### src/hdl/multi_mode_saturation_waveshaper_unit_assert.svh
// ----------------------------------------------------------------------------
// assertion macros for the saturation waveshaper
// clocked on clk, disabled while arst_n is low
// ----------------------------------------------------------------------------
`ifndef MULTI_MODE_SATURATION_WAVESHAPER_UNIT_ASSERT_SVH
`define MULTI_MODE_SATURATION_WAVESHAPER_UNIT_ASSERT_SVH

// condition implies consequence in the same cycle
`define MMSW_ASSERT_SAME(lbl, ante, cons) \
	lbl: assert property (@(posedge clk) disable iff (!arst_n) (ante) |-> (cons)) \
		else $error("waveshaper assertion failed");

// condition implies consequence in the next cycle
`define MMSW_ASSERT_NEXT(lbl, ante, cons) \
	lbl: assert property (@(posedge clk) disable iff (!arst_n) (ante) |=> (cons)) \
		else $error("waveshaper assertion failed");

`endif

### src/hdl/mmsw_pkg.sv
// ----------------------------------------------------------------------------
// mmsw_pkg
// codes and fixed widths shared by the saturation waveshaper
// ----------------------------------------------------------------------------
`default_nettype none

package mmsw_pkg;

	localparam int MODE_W    = 3;
	localparam int GAIN_W    = 16;
	localparam int CFG_W     = 16;
	localparam int GAIN_FRAC = 12;

	typedef logic [MODE_W-1:0] mode_t;
	typedef logic [GAIN_W-1:0] gain_t;
	typedef logic [0:0]        reg_idx_t;

	localparam mode_t MODE_SOFT = 3'd0;
	localparam mode_t MODE_HARD = 3'd1;
	localparam mode_t MODE_TUBE = 3'd2;
	localparam mode_t MODE_TAPE = 3'd3;

	localparam reg_idx_t REG_CURVE_MODE = 1'b0;
	localparam reg_idx_t REG_DRIVE_GAIN = 1'b1;

	localparam gain_t GAIN_UNITY = 16'd4096;

endpackage

`default_nettype wire

### src/hdl/multi_mode_saturation_waveshaper_unit.sv
// ----------------------------------------------------------------------------
// multi_mode_saturation_waveshaper_unit
// drive gain followed by one of four odd-symmetric clipping curves or a bypass
//
//   channel | signals                          | direction
//   input   | in_valid, in_stall, sample_in    | beat in
//   output  | out_valid, out_stall, sample_out | beat out
//   config  | cfg_we, cfg_addr, cfg_wdata      | register write
//
// one beat per cycle sustained while out_stall is low; the pipeline length is
// set by the bit-per-stage soft clip divider
// every stage holds only when it and all stages after it are full
// reset clears valid bits and sets curve_mode 0, drive_gain unity
// ----------------------------------------------------------------------------
`default_nettype none

module multi_mode_saturation_waveshaper_unit #(
	parameter int SAMPLE_BITS      = 16,
	parameter int TANH_TABLE_DEPTH = 256
) (
	input  wire                          clk,
	input  wire                          arst_n,
	input  wire                          in_valid,
	output logic                         in_stall,
	input  wire  signed [SAMPLE_BITS-1:0] sample_in,
	output logic                         out_valid,
	input  wire                          out_stall,
	output logic signed [SAMPLE_BITS-1:0] sample_out,
	input  wire                          cfg_we,
	input  mmsw_pkg::reg_idx_t           cfg_addr,
	input  wire  [mmsw_pkg::CFG_W-1:0]   cfg_wdata
);
	import mmsw_pkg::*;

	localparam int S    = SAMPLE_BITS;
	localparam int D    = TANH_TABLE_DEPTH;
	localparam int F    = S - 1;
	localparam int PRW  = S + GAIN_W;
	localparam int DW   = S + 5;
	localparam int EW   = S + 1;
	localparam int DENW = S + 3;
	localparam int NW   = 2 * F + 3;
	localparam int QB   = F;
	localparam int RW   = $clog2(D + 1);
	localparam int PW   = DW + $clog2(D) + 1;
	localparam int IW   = PW - F - 2;
	localparam int FRW  = F + 2;
	localparam int K3   = F + 4;
	localparam int P3W  = F + 2 + K3;
	localparam int TPW  = S + FRW;
	localparam int NST  = 7 + QB;

	localparam longint unsigned ONE_L  = 64'd1 << F;
	localparam longint unsigned T_L    = (7 * ONE_L + 5) / 10;
	localparam longint unsigned H_L    = (19 * ONE_L + 10) / 20;
	localparam longint unsigned TCAP_L = (2 * ONE_L + 1) / 3;
	localparam longint unsigned M3_L   = ((64'd1 << K3) + 2) / 3;

	localparam logic [DW-1:0]  ONE_D  = ONE_L[DW-1:0];
	localparam logic [DW-1:0]  MAX_D  = ONE_D - DW'(1);
	localparam logic [DW-1:0]  T_D    = T_L[DW-1:0];
	localparam logic [DW-1:0]  H_D    = H_L[DW-1:0];
	localparam logic [DW-1:0]  TCAP_D = TCAP_L[DW-1:0];
	localparam logic [DW-1:0]  BIG_D  = DW'(3) * ONE_D;
	localparam logic [DW-1:0]  HALF_D = ONE_D >> 1;
	localparam logic [P3W-1:0] M3_P   = M3_L[P3W-1:0];
	localparam logic signed [S-1:0] HPOS_S = H_L[S-1:0];
	localparam logic signed [S-1:0] HNEG_S = -HPOS_S;

	// shift and subtract quotient, used only while building the table
	function automatic longint unsigned udiv(input longint unsigned n,
		input longint unsigned dv);
		longint unsigned q, rm;
		q  = '0;
		rm = '0;
		for (int b = 63; b >= 0; b--) begin
			rm = {rm[62:0], n[b]};
			if (rm >= dv) begin
				rm   = rm - dv;
				q[b] = 1'b1;
			end
		end
		return q;
	endfunction

	function automatic logic [(D+1)*S-1:0] build_rom();
		longint unsigned a, term, r, p, num, den, t30, v30, ent;
		logic [(D+1)*S-1:0] rv;
		int k, i;
		rv   = '0;
		a    = udiv(64'd12 << 31, 64'(D));
		term = 64'd1 << 31;
		r    = 64'd1 << 31;
		p    = 64'd1 << 31;
		for (k = 1; k <= 16; k++) begin
			term = udiv((term * a) >> 31, 64'(k));
			if (k[0]) r = r - term;
			else r = r + term;
		end
		for (i = 0; i <= D; i++) begin
			num = (64'd1 << 31) - p;
			den = (64'd1 << 31) + p;
			t30 = udiv(num << 30, den);
			v30 = udiv(t30 * 4 + 2, 64'd5);
			ent = ((v30 << F) + (64'd1 << 29)) >> 30;
			rv[i*S +: S] = ent[S-1:0];
			p = (p * r + (64'd1 << 30)) >> 31;
		end
		return rv;
	endfunction

	localparam logic [(D+1)*S-1:0] TANH_ROM = build_rom();

	// configuration
	mode_t curve_mode_q;
	gain_t drive_gain_q;

	always_ff @(posedge clk or negedge arst_n) begin
		if (!arst_n) begin
			curve_mode_q <= MODE_SOFT;
			drive_gain_q <= GAIN_UNITY;
		end else if (cfg_we) begin
			unique case (cfg_addr)
				REG_CURVE_MODE: curve_mode_q <= cfg_wdata[MODE_W-1:0];
				REG_DRIVE_GAIN: curve_mode_q <= curve_mode_q;
				default:        curve_mode_q <= curve_mode_q;
			endcase
			if (cfg_addr == REG_DRIVE_GAIN) drive_gain_q <= cfg_wdata[GAIN_W-1:0];
		end
	end

	// stage enables: a stage moves when some stage from it onward is empty or the output is not stalled
	logic [NST:1] vld_q;
	logic [NST:1] en;
	logic         last_free;

	always_comb begin
		last_free = !vld_q[NST] || !out_stall;
		for (int i = 1; i <= NST; i++) begin
			en[i] = last_free || !(&(vld_q | NST'((64'd1 << (i - 1)) - 1)));
		end
	end

	always_ff @(posedge clk or negedge arst_n) begin
		if (!arst_n) begin
			vld_q <= '0;
		end else begin
			for (int i = 1; i <= NST; i++) begin
				if (en[i]) vld_q[i] <= (i == 1) ? in_valid : vld_q[(i > 1) ? i - 1 : 1];
			end
		end
	end

	assign in_stall  = !en[1];
	assign out_valid = vld_q[NST];

	// s1: magnitude times drive gain
	logic           neg_s1;
	logic [PRW-1:0] prod_s1;
	logic [S-1:0]   mag;

	assign mag = sample_in[S-1] ? S'(-sample_in) : S'(sample_in);

	always_ff @(posedge clk) begin
		if (en[1]) begin
			neg_s1  <= sample_in[S-1];
			prod_s1 <= PRW'(mag) * PRW'(drive_gain_q);
		end
	end

	// s2: round to driven magnitude
	logic [PRW:0]  rnd;
	logic          neg_s2;
	logic [DW-1:0] d_s2;

	assign rnd = {1'b0, prod_s1} + (PRW+1)'(1 << (GAIN_FRAC - 1));

	always_ff @(posedge clk) begin
		if (en[2]) begin
			neg_s2 <= neg_s1;
			d_s2   <= rnd[PRW:GAIN_FRAC];
		end
	end

	// s3: soft knee operands, tube square, table read
	logic [DW-1:0]   e_full;
	logic [EW-1:0]   e;
	logic [DENW-1:0] den;
	logic [F-1:0]    x;
	logic [PW-1:0]   pos;
	logic [IW-1:0]   idx_full;
	logic            beyond;
	logic [RW-1:0]   ri_lo, ri_hi;

	assign e_full   = d_s2 - T_D;
	assign e        = e_full[EW-1:0];
	assign den      = DENW'(ONE_L[S-1:0]) + DENW'({e, 1'b0}) + DENW'(e);
	assign x        = {d_s2[F-2:0], 1'b0};
	assign pos      = PW'(d_s2) * PW'(D);
	assign idx_full = pos[PW-1:FRW];
	assign beyond   = idx_full >= IW'(D);
	assign ri_lo    = beyond ? RW'(D) : idx_full[RW-1:0];
	assign ri_hi    = beyond ? RW'(D) : ri_lo + RW'(1);

	logic            neg_s3, over_s3, big_s3, tsmall_s3;
	logic [DW-1:0]   d_s3;
	logic [NW-1:0]   num_s3;
	logic [DENW-1:0] den_s3;
	logic [F-1:0]    x_s3;
	logic [2*F-1:0]  xx_s3;
	logic [S-1:0]    lo_s3, hi_s3;
	logic [FRW-1:0]  fr_s3;

	always_ff @(posedge clk) begin
		if (en[3]) begin
			neg_s3    <= neg_s2;
			d_s3      <= d_s2;
			over_s3   <= d_s2 > T_D;
			big_s3    <= (d_s2 > T_D) && (e_full >= BIG_D);
			num_s3    <= (NW'(e) << F) + NW'(den >> 1);
			den_s3    <= den;
			tsmall_s3 <= d_s2 < HALF_D;
			x_s3      <= x;
			xx_s3     <= (2*F)'(x) * (2*F)'(x);
			lo_s3     <= TANH_ROM[ri_lo*S +: S];
			hi_s3     <= TANH_ROM[ri_hi*S +: S];
			fr_s3     <= pos[FRW-1:0];
		end
	end

	// s4: tube cube product, tape interpolation product
	logic [2*F:0] x2sum;
	logic [F:0]   x2;
	logic [S-1:0] diff;

	assign x2sum = {1'b0, xx_s3} + (2*F+1)'(ONE_L >> 1);
	assign x2    = x2sum[2*F:F];
	assign diff  = (hi_s3 > lo_s3) ? hi_s3 - lo_s3 : '0;

	logic            neg_s4, over_s4, big_s4, tsmall_s4;
	logic [DW-1:0]   d_s4;
	logic [NW-1:0]   num_s4;
	logic [DENW-1:0] den_s4;
	logic [F-1:0]    x_s4;
	logic [2*F:0]    x3p_s4;
	logic [S-1:0]    lo_s4;
	logic [TPW-1:0]  tp_s4;

	always_ff @(posedge clk) begin
		if (en[4]) begin
			neg_s4    <= neg_s3;
			d_s4      <= d_s3;
			over_s4   <= over_s3;
			big_s4    <= big_s3;
			num_s4    <= num_s3;
			den_s4    <= den_s3;
			tsmall_s4 <= tsmall_s3;
			x_s4      <= x_s3;
			x3p_s4    <= (2*F+1)'(x2) * (2*F+1)'(x_s3);
			lo_s4     <= lo_s3;
			tp_s4     <= TPW'(diff) * TPW'(fr_s3);
		end
	end

	// s5: divide by three through reciprocal, finish interpolation
	logic [2*F+1:0] x3sum;
	logic [F+1:0]   n3;

	assign x3sum = {1'b0, x3p_s4} + (2*F+2)'(ONE_L >> 1);
	assign n3    = x3sum[2*F+1:F] + (F+2)'(1);

	logic            neg_s5, over_s5, big_s5, tsmall_s5;
	logic [DW-1:0]   d_s5;
	logic [NW-1:0]   num_s5;
	logic [DENW-1:0] den_s5;
	logic [F-1:0]    x_s5;
	logic [P3W-1:0]  p3_s5;
	logic [S-1:0]    tm_s5;

	always_ff @(posedge clk) begin
		if (en[5]) begin
			neg_s5    <= neg_s4;
			d_s5      <= d_s4;
			over_s5   <= over_s4;
			big_s5    <= big_s4;
			num_s5    <= num_s4;
			den_s5    <= den_s4;
			tsmall_s5 <= tsmall_s4;
			x_s5      <= x_s4;
			p3_s5     <= P3W'(n3) * M3_P;
			tm_s5     <= lo_s4 + S'(tp_s4 >> FRW);
		end
	end

	// s6: pick the non-divider curve result, load the divider
	logic [P3W-1:0] q3;
	logic [DW-1:0]  tube_m, hard_m, other_m;

	assign q3     = p3_s5 >> K3;
	assign tube_m = tsmall_s5 ? DW'(x_s5) - DW'(q3) : TCAP_D;
	assign hard_m = (d_s5 < H_D) ? d_s5 : H_D;

	always_comb begin
		case (curve_mode_q)
			MODE_HARD: other_m = hard_m;
			MODE_TUBE: other_m = tube_m;
			MODE_TAPE: other_m = DW'(tm_s5);
			default:   other_m = d_s5;
		endcase
	end

	logic [NW-1:0]   dv_rem_s  [0:QB];
	logic [DENW-1:0] dv_den_s  [0:QB];
	logic [QB-1:0]   dv_quo_s  [0:QB];
	logic [DW-1:0]   dv_mo_s   [0:QB];
	logic            dv_neg_s  [0:QB];
	logic            dv_over_s [0:QB];
	logic            dv_big_s  [0:QB];

	always_ff @(posedge clk) begin
		if (en[6]) begin
			dv_rem_s[0]  <= num_s5;
			dv_den_s[0]  <= den_s5;
			dv_quo_s[0]  <= '0;
			dv_mo_s[0]   <= other_m;
			dv_neg_s[0]  <= neg_s5;
			dv_over_s[0] <= over_s5;
			dv_big_s[0]  <= big_s5;
		end
	end

	// soft knee divider, one quotient bit per stage, msb first
	for (genvar j = 1; j <= QB; j++) begin : g_div
		localparam int B = QB - j;
		logic [NW:0] sh;
		logic        take;

		assign sh   = (NW+1)'(dv_den_s[j-1]) << B;
		assign take = {1'b0, dv_rem_s[j-1]} >= sh;

		always_ff @(posedge clk) begin
			if (en[6+j]) begin
				dv_rem_s[j]  <= take ? dv_rem_s[j-1] - sh[NW-1:0] : dv_rem_s[j-1];
				dv_quo_s[j]  <= dv_quo_s[j-1] | (take ? QB'(1) << B : '0);
				dv_den_s[j]  <= dv_den_s[j-1];
				dv_mo_s[j]   <= dv_mo_s[j-1];
				dv_neg_s[j]  <= dv_neg_s[j-1];
				dv_over_s[j] <= dv_over_s[j-1];
				dv_big_s[j]  <= dv_big_s[j-1];
			end
		end
	end

	// output stage: soft knee select and clamp to minus one or just below plus one
	logic [DW-1:0] m_fin, m_cl;

	always_comb begin
		m_fin = dv_mo_s[QB];
		if (curve_mode_q == MODE_SOFT && dv_over_s[QB]) begin
			m_fin = dv_big_s[QB] ? ONE_D : T_D + DW'(dv_quo_s[QB]);
		end
		if (dv_neg_s[QB]) m_cl = (m_fin > ONE_D) ? ONE_D : m_fin;
		else m_cl = (m_fin > MAX_D) ? MAX_D : m_fin;
	end

	always_ff @(posedge clk) begin
		if (en[NST]) begin
			sample_out <= dv_neg_s[QB] ? -$signed(m_cl[S-1:0]) : $signed(m_cl[S-1:0]);
		end
	end

	`include "multi_mode_saturation_waveshaper_unit_assert.svh"

	`MMSW_ASSERT_SAME(a_empty_out_frees_in, !out_valid, !in_stall)
	`MMSW_ASSERT_NEXT(a_accept_fills_s1, in_valid && !in_stall, vld_q[1])
	`MMSW_ASSERT_NEXT(a_last_moves_out, vld_q[NST-1] && en[NST], out_valid)
	`MMSW_ASSERT_SAME(a_hard_clip_bound, out_valid && curve_mode_q == MODE_HARD,
		sample_out <= HPOS_S && sample_out >= HNEG_S)

endmodule

`default_nettype wire

### config.mk
export PLATFORM = sky130hd
export DESIGN_NAME = multi_mode_saturation_waveshaper_unit
export DESIGN_NICKNAME = d
export VERILOG_FILES = /design/src/hdl/mmsw_pkg.sv /design/src/hdl/multi_mode_saturation_waveshaper_unit.sv
export VERILOG_INCLUDE_DIRS = /design/src /design/src/hdl
export SDC_FILE = /design/constraint.sdc
export NUM_CORES = 2
export LEC_CHECK = 0
export ABC_AREA = 1
export BUFFER_PORTS_ARGS = -buffer_cell sky130_fd_sc_hd__buf_4
export CORE_MARGIN = 5
export CORE_UTILIZATION = 55
export DETAILED_ROUTE_END_ITERATION = 12
export PLACE_DENSITY = 0.71
export SLEW_MARGIN = 20
export SYNTH_ARGS = -nofsm -noshare
export SYNTH_HDL_FRONTEND = slang
export SYNTH_SLANG_ARGS = --single-unit
### constraint.sdc
create_clock -name clk -period 18.3 [get_ports clk]
set_input_delay 0.915 -clock clk [delete_from_list [all_inputs] [get_ports clk]]
set_output_delay 0.915 -clock clk [all_outputs]
set_load 0.1 [all_outputs]
After elaboration in Yosys (flattened, before gate mapping):

Memories as Yosys holds them, arrays and structs flattened.
Cells that the tools add are included.

* add/subtract/negate cells: 30
* multiply operators: 5
* order comparisons: 23
* equal/unequal tests: 3
* shifts and indexed selects: 2
* muxes and demuxes: 76
* bitwise gates (word level): 16
* reductions and logical operators: 73

Operators by type and width (number)
* variable part select 4112 x 14 -> 16 bit, first input constant: 2
* two-way mux 33 bit: 15
* two-way mux 16 bit: 7
* two-way mux 21 bit: 3
* case mux 21 bit (3 select lines): 1
* > comparator 21 x 15 -> 1 bit, second input constant: 2
* less-than comparator 21 x 15 -> 1 bit, second input constant: 2
* multiplier 17 x 18 -> 35 bit, second input constant: 1
* adder 32 x 12 -> 33 bit, second input constant: 1
* adder 32 x 18 -> 33 bit: 1
* >= comparator 33 x 19 -> 1 bit: 1
* >= comparator 33 x 20 -> 1 bit: 1
* >= comparator 33 x 21 -> 1 bit: 1
* >= comparator 33 x 22 -> 1 bit: 1
* >= comparator 33 x 23 -> 1 bit: 1
* >= comparator 33 x 24 -> 1 bit: 1
* >= comparator 33 x 25 -> 1 bit: 1
* >= comparator 33 x 26 -> 1 bit: 1
* >= comparator 33 x 27 -> 1 bit: 1
* >= comparator 33 x 28 -> 1 bit: 1
* >= comparator 33 x 29 -> 1 bit: 1
* >= comparator 33 x 30 -> 1 bit: 1
* >= comparator 33 x 31 -> 1 bit: 1
* >= comparator 33 x 32 -> 1 bit: 1
* 94 further kinds: 179

* flip-flop bits (word level): 576
* bits in writable memories: 1456
* bits of input ports: 38
* output and inout port bits: 18
* logic and storage cells: 297
* memories: 7

Memories
* dv_rem_s: depth 16, bits a word 33, read ports 15, clocked after Yosys merged registers in 0, write ports 16, RTL line multi_mode_saturation_waveshaper_unit.sv:312 `logic [NW-1:0] dv_rem_s [0:QB];`
* dv_mo_s: depth 16, bits a word 21, read ports 16, clocked after Yosys merged registers in 0, write ports 16, RTL line multi_mode_saturation_waveshaper_unit.sv:315 `logic [DW-1:0] dv_mo_s [0:QB];`
* dv_den_s: depth 16, bits a word 19, read ports 15, clocked after Yosys merged registers in 0, write ports 16, RTL line multi_mode_saturation_waveshaper_unit.sv:313 `logic [DENW-1:0] dv_den_s [0:QB];`
* dv_quo_s: depth 16, bits a word 15, read ports 16, clocked after Yosys merged registers in 0, write ports 16, RTL line multi_mode_saturation_waveshaper_unit.sv:314 `logic [QB-1:0] dv_quo_s [0:QB];`
* dv_big_s: depth 16, bits a word 1, read ports 16, clocked after Yosys merged registers in 0, write ports 16, RTL line multi_mode_saturation_waveshaper_unit.sv:318 `logic dv_big_s [0:QB];`
* dv_neg_s: depth 16, bits a word 1, read ports 16, clocked after Yosys merged registers in 0, write ports 16, RTL line multi_mode_saturation_waveshaper_unit.sv:316 `logic dv_neg_s [0:QB];`
* +1 memories

Longest topological paths before layout:

An unclocked memory read counts as a cell.

* depth after elaboration: 9
* gate-level depth with buffers: 41
* depth with buffers taken out: 39

Least setup slack after synthesis:

Ideal clock, no wire load.

* path type: register to register
* start point: reg vld_q[22] (netlist bit)
* end point: reg big_s3 (enable)
* setup time: 0.977 ns
* arrival time: 12.604 ns
* data required time: 17.323 ns
* path slack: 4.719 ns
* stages on the path, launching flop included: 22
* path buffers: 0
* clock period less this slack: 13.581 ns
* path through: dfrtp_1 -> nand2_2 -> nor2_4 -> nand2_2 -> nor2_4 -> nand2_4 -> nor2_4 -> nand2_2 -> nor2_2 -> inv_2 -> nor2_4 -> nand2_2 -> nor2_4 -> nand2_4 -> nor2_4 -> nand2_2 -> nor2_4 -> nand2_4 -> nor2_4 -> nand3_2 -> clkinv_2 -> nand2_1

* cells in the longest elaborated chain, start to end: 3
* elaborated cells on any way between the ends: 5
* classes of those cells: 5 x reduce/logical

RTL lines
* from (decl): RTL line multi_mode_saturation_waveshaper_unit.sv:133 `logic [NST:1] vld_q;`
* from (signal, indexed assignment): RTL line multi_mode_saturation_waveshaper_unit.sv:149 `if (en[i]) vld_q[i] <= (i == 1) ? in_valid : vld_q[(i > 1) ? i - 1 : 1];`
* AND reduction 20 bit / logical NOT 1 bit (equally long branches): RTL line multi_mode_saturation_waveshaper_unit.sv:140, multi_mode_saturation_waveshaper_unit.sv:138
* logical NOT 1 bit / logical OR 1 bit (equally long branches): RTL line multi_mode_saturation_waveshaper_unit.sv:140, multi_mode_saturation_waveshaper_unit.sv:138
* logical OR 1 bit (*): RTL line multi_mode_saturation_waveshaper_unit.sv:140 `en[i] = last_free || !(&(vld_q | NST'((64'd1 << (i - 1)) - 1)));`
* via en, one bit: RTL line multi_mode_saturation_waveshaper_unit.sv:134 `logic [NST:1] en;`
* to (signal assigned): RTL line multi_mode_saturation_waveshaper_unit.sv:219 `big_s3 <= (d_s2 > T_D) && (e_full >= BIG_D);`
* to (decl): RTL line multi_mode_saturation_waveshaper_unit.sv:205 `logic neg_s3, over_s3, big_s3, tsmall_s3;`

The timed path passes the listed nets; every way through them passes the cells marked *.
A chain may end at the register's enable or synchronous reset.

Final worst setup path:

* start point: reg vld_q[22] (netlist bit)
* end point: out in_stall

* cells in the longest elaborated chain, start to end: 4
* elaborated cells on any way between the ends: 6
* classes of those cells: 6 x reduce/logical

RTL lines
* AND reduction 22 bit / logical NOT 1 bit (equally long branches): RTL line multi_mode_saturation_waveshaper_unit.sv:140, multi_mode_saturation_waveshaper_unit.sv:138
* logical NOT 1 bit / logical OR 1 bit (equally long branches): RTL line multi_mode_saturation_waveshaper_unit.sv:140, multi_mode_saturation_waveshaper_unit.sv:138
* logical OR 1 bit (*): RTL line multi_mode_saturation_waveshaper_unit.sv:140
* logical NOT 1 bit (*): RTL line multi_mode_saturation_waveshaper_unit.sv:154 `assign in_stall = !en[1];`
* to (decl): RTL line multi_mode_saturation_waveshaper_unit.sv:24 `output logic in_stall,`

Mark *: on every way between the ends. The rest lies on a longest branch, timed or not.

==> qor.csv <==
metric;value;unit
synth_fp_nets;12500;
dp_hpwl;208000;um
slew_headroom;24.1;%
rows;162;
rsz0062_at_grt;false;
critPathKind;reg2out;
clock_skew;0.0742;ns
cts_setup_buffers;0;
core-area;0.195;mm2
drt_iter0_markers;6203;
setup_slack;9.55;ns
io_pins;56;
startpoint_type;flop;
grt_antenna_before_repair;5;
cts.reportedPaths.clkPinSlew;0.06;ns
worst_skew_pair.late_latency;0.82;ns
die_h;453;um
portBuffers;55;
holdBufCountCts;0;
synth-edff-count;1533;
clock-sinks;1574;
hold_violations;0;
synth_top_area_cell;edfxtp_1;
ys_types;78;
vias_per_cell;5.56;
synthCells;11000;
worst_pin_slew;1.14;ns
slew_viol_final;0;
num_vias;76800;
routed_wl;268000;um
cts_resized;0;
required;17.39;ns
routabilityCongestion;0.963;
fin_nets;12600;
grt_first_pass_wirelength;426000;um
setup_violations;0;
cts_buffer_depth;3;
period_needed;8.75;ns
fmax;0.114;GHz
synthToLayoutAreaGrowth;8.48;%
dp_slack;9.54;ns
die_w;453;um
hold_path.class;in2async;
cts_buffers;165;
ys_async_sr_fraction;2.60;%
yosys_warnings;0;
setup_tns;0;ns
netlist_area;0.108;mm2
status;complete, no violations;
ys_seq_area_share;43.6;%
synth_ff_type;edfxtp_1;
grt_max_degree;93;
grt_overflow;0;
wl_per_cell;19.4;um
antenna_left;0;
synth-seq-cells;1574;
drc;0;
cts_tree;built;
cts_root_buf;clkbuf_16;
cap_violations;0;
grt_pass1_vias;78500;
synth.avg_cell_area;9.84;um2
drive_above_1_share;4.49;%
die_area;0.205;mm2
final_util;60.0;%
cp_max_fo;69;
start_util;55.3;%
htree_levels;4;
synth_top_area_share;42.7;%
synthTopCellsByArea;edfxtp_1 43%, fa_1 13%, ha_1 10%, nand2_1 6.7%, inv_1 6.7%;
dr.pass1.iters;6;
critPathCaptureType;output pin;
arrival;7.84;ns
fin_crit_sh;47.8;%
gr-usage-all-layers;26.2;%
==> cell families after synthesis <==
kind of cell,count (synthesis),synth area share [%]
buffers and inverters,2158,7.57
adders and majority gates,1542,22.6
xor gates and xnor gates,510,4.15
DFF,1574,43.6
muxes,1,0.00928
and+or+nand+nor,3576,13.8
AOI/OAI and AO/OA,1603,8.30
==> per-layer routing <==
metal	global-route usage, %	vias to the layer above	part of all wire, %
li1	-	36500	-
met1	32.9	37000	40
met2	45.7	2539	49
met3	3.67	676	5.7
met4	10.9	4	4.7
met5	0	-	0.025
==> critical path, stage by stage, from the launching register on <==
cell	delay, ns
dfrtp_1	0.36
nand2_2	0.26
nor2_4	0.21
nand2_4	0.29
nor2_4	0.24
nand2_4	0.27
nor2_4	0.23
nand2_4	0.27
nor2_2	0.19
clkinv_2	0.48
nor2_4	0.33
nand2_4	0.21
nor2_4	0.18
nand2_4	0.07
nor2_4	0.11
nand2_2	0.05
buf_4	0.34
nor2_4	0.24
nand2_4	0.49
nor2_4	0.39
nand3_4	0.62
clkinv_2	0.30
nand3_2	0.08
buf_4	0.23
inv_1	0.17
buf_4	0.31
==> metrics by stage <==
step                hold WS, ns  area [um2]  std cells
finish                    0.273      117000      13800
global route              0.279      117000      13800
CTS                       0.229      117000      13800
detailed placement        0.405      111000      13500
global placement          0.400      111000      13500
floorplan                 0.400      108000      11000
==> registers in the layout, indices dropped and copies added (netlist names), 16 cells and up <==
| signal | count |
|---|---|
| p3_s5 | 16 |
| d_s4 | 21 |
| prod_s1 | 21 |
| tm_s5 | 16 |
| drive_gain_q | 16 |
| dv_rem_s | 495 |
| dv_big_s | 16 |
| num_s3 | 33 |
| num_s4 | 33 |
| vld_q | 22 |
| num_s5 | 33 |
| sample_out | 16 |
| dv_mo_s | 336 |
| dv_den_s | 165 |
| dv_neg_s | 16 |
| x3p_s4 | 17 |
| d_s5 | 21 |
| d_s2 | 21 |
| dv_quo_s | 120 |
| xx_s3 | 16 |
| dv_over_s | 16 |
| tp_s4 | 16 |
| d_s3 | 21 |
==> layout by cell type (no fill, tap or decap), types with 22 or more instances in the layout <==
cell type,count
xor2_1,273
nand4_1,132
nor2_1,914
nand2_1,1922
fa_1,675
o31ai_1,22
inv_1,1911
edfxtp_1,1533
clkinv_1,29
a21oi_1,663
xnor2_1,236
clkbuf_16,166
ha_1,867
dfrtp_1,40
o21ai_0,577
buf_4,132
nor4_1,50
a31oi_1,52
o211ai_1,50
clkinv_2,28
bufinv_16,26
clkbuf_1,29
o21a_1,22
nor3_1,123
a21o_1,35
nand3_1,312
or2_2,46
==> cells in the mapped netlist, types with 12 or more instances <==
cell and instances:
nor2_1 915, buf_1 17, nor4_1 50, nand2_1 1924
o311ai_0 16, buf_2 47, nand4_1 132, a211oi_1 14
nand3b_1 13, o21a_1 22, o221ai_1 21, a21oi_1 663
o2111ai_1 21, ha_1 867, or2_2 46, nand3_1 313
xor2_1 273, dfrtp_1 40, o21ai_0 577, fa_1 675
a31oi_1 52, o31ai_1 22, inv_1 1919, o211ai_1 50
edfxtp_1 1533, nor3_1 123, xnor2_1 236, a221oi_1 12
o21ai_1 19, clkbuf_1 152, a21o_1 35, o21bai_1 19
nor2_2 13
==> layout make-up <==
class / count / area (um2)
antenna: 1 / 2.50
clock buffer: 196 / 4280
sequential: 1574 / 47100
clock inverter: 105 / 1440
inverter: 1937 / 7280
tap: 2624 / 3280
timing repair buffer: 133 / 1000
multi-input combinational: 7232 / 52700
fill: 16400 / 77900
==> worst paths after layout <==
path / from / endpoint / slack [ns] / depth (start not counted)
hold reg to reg: d_s4[3] / d_s5[3] / 0.39 / 0
hold / removal: arst_n / vld_q[17] / 0.27 / 1
setup reg to reg: x3p_s4[15] / p3_s5[28] / 10.46 / 28
min in group clk: cfg_wdata[7] / drive_gain_q[7] / 0.34 / 3
setup / recovery: vld_q[22] / in_stall / 9.55 / 25
max in group asynchronous: arst_n / vld_q[5] / 17.36 / 1
Power is left out: the tool's default activity adds up to more than one toggle a clock period on the data nets, which glitch-free logic cannot reach.
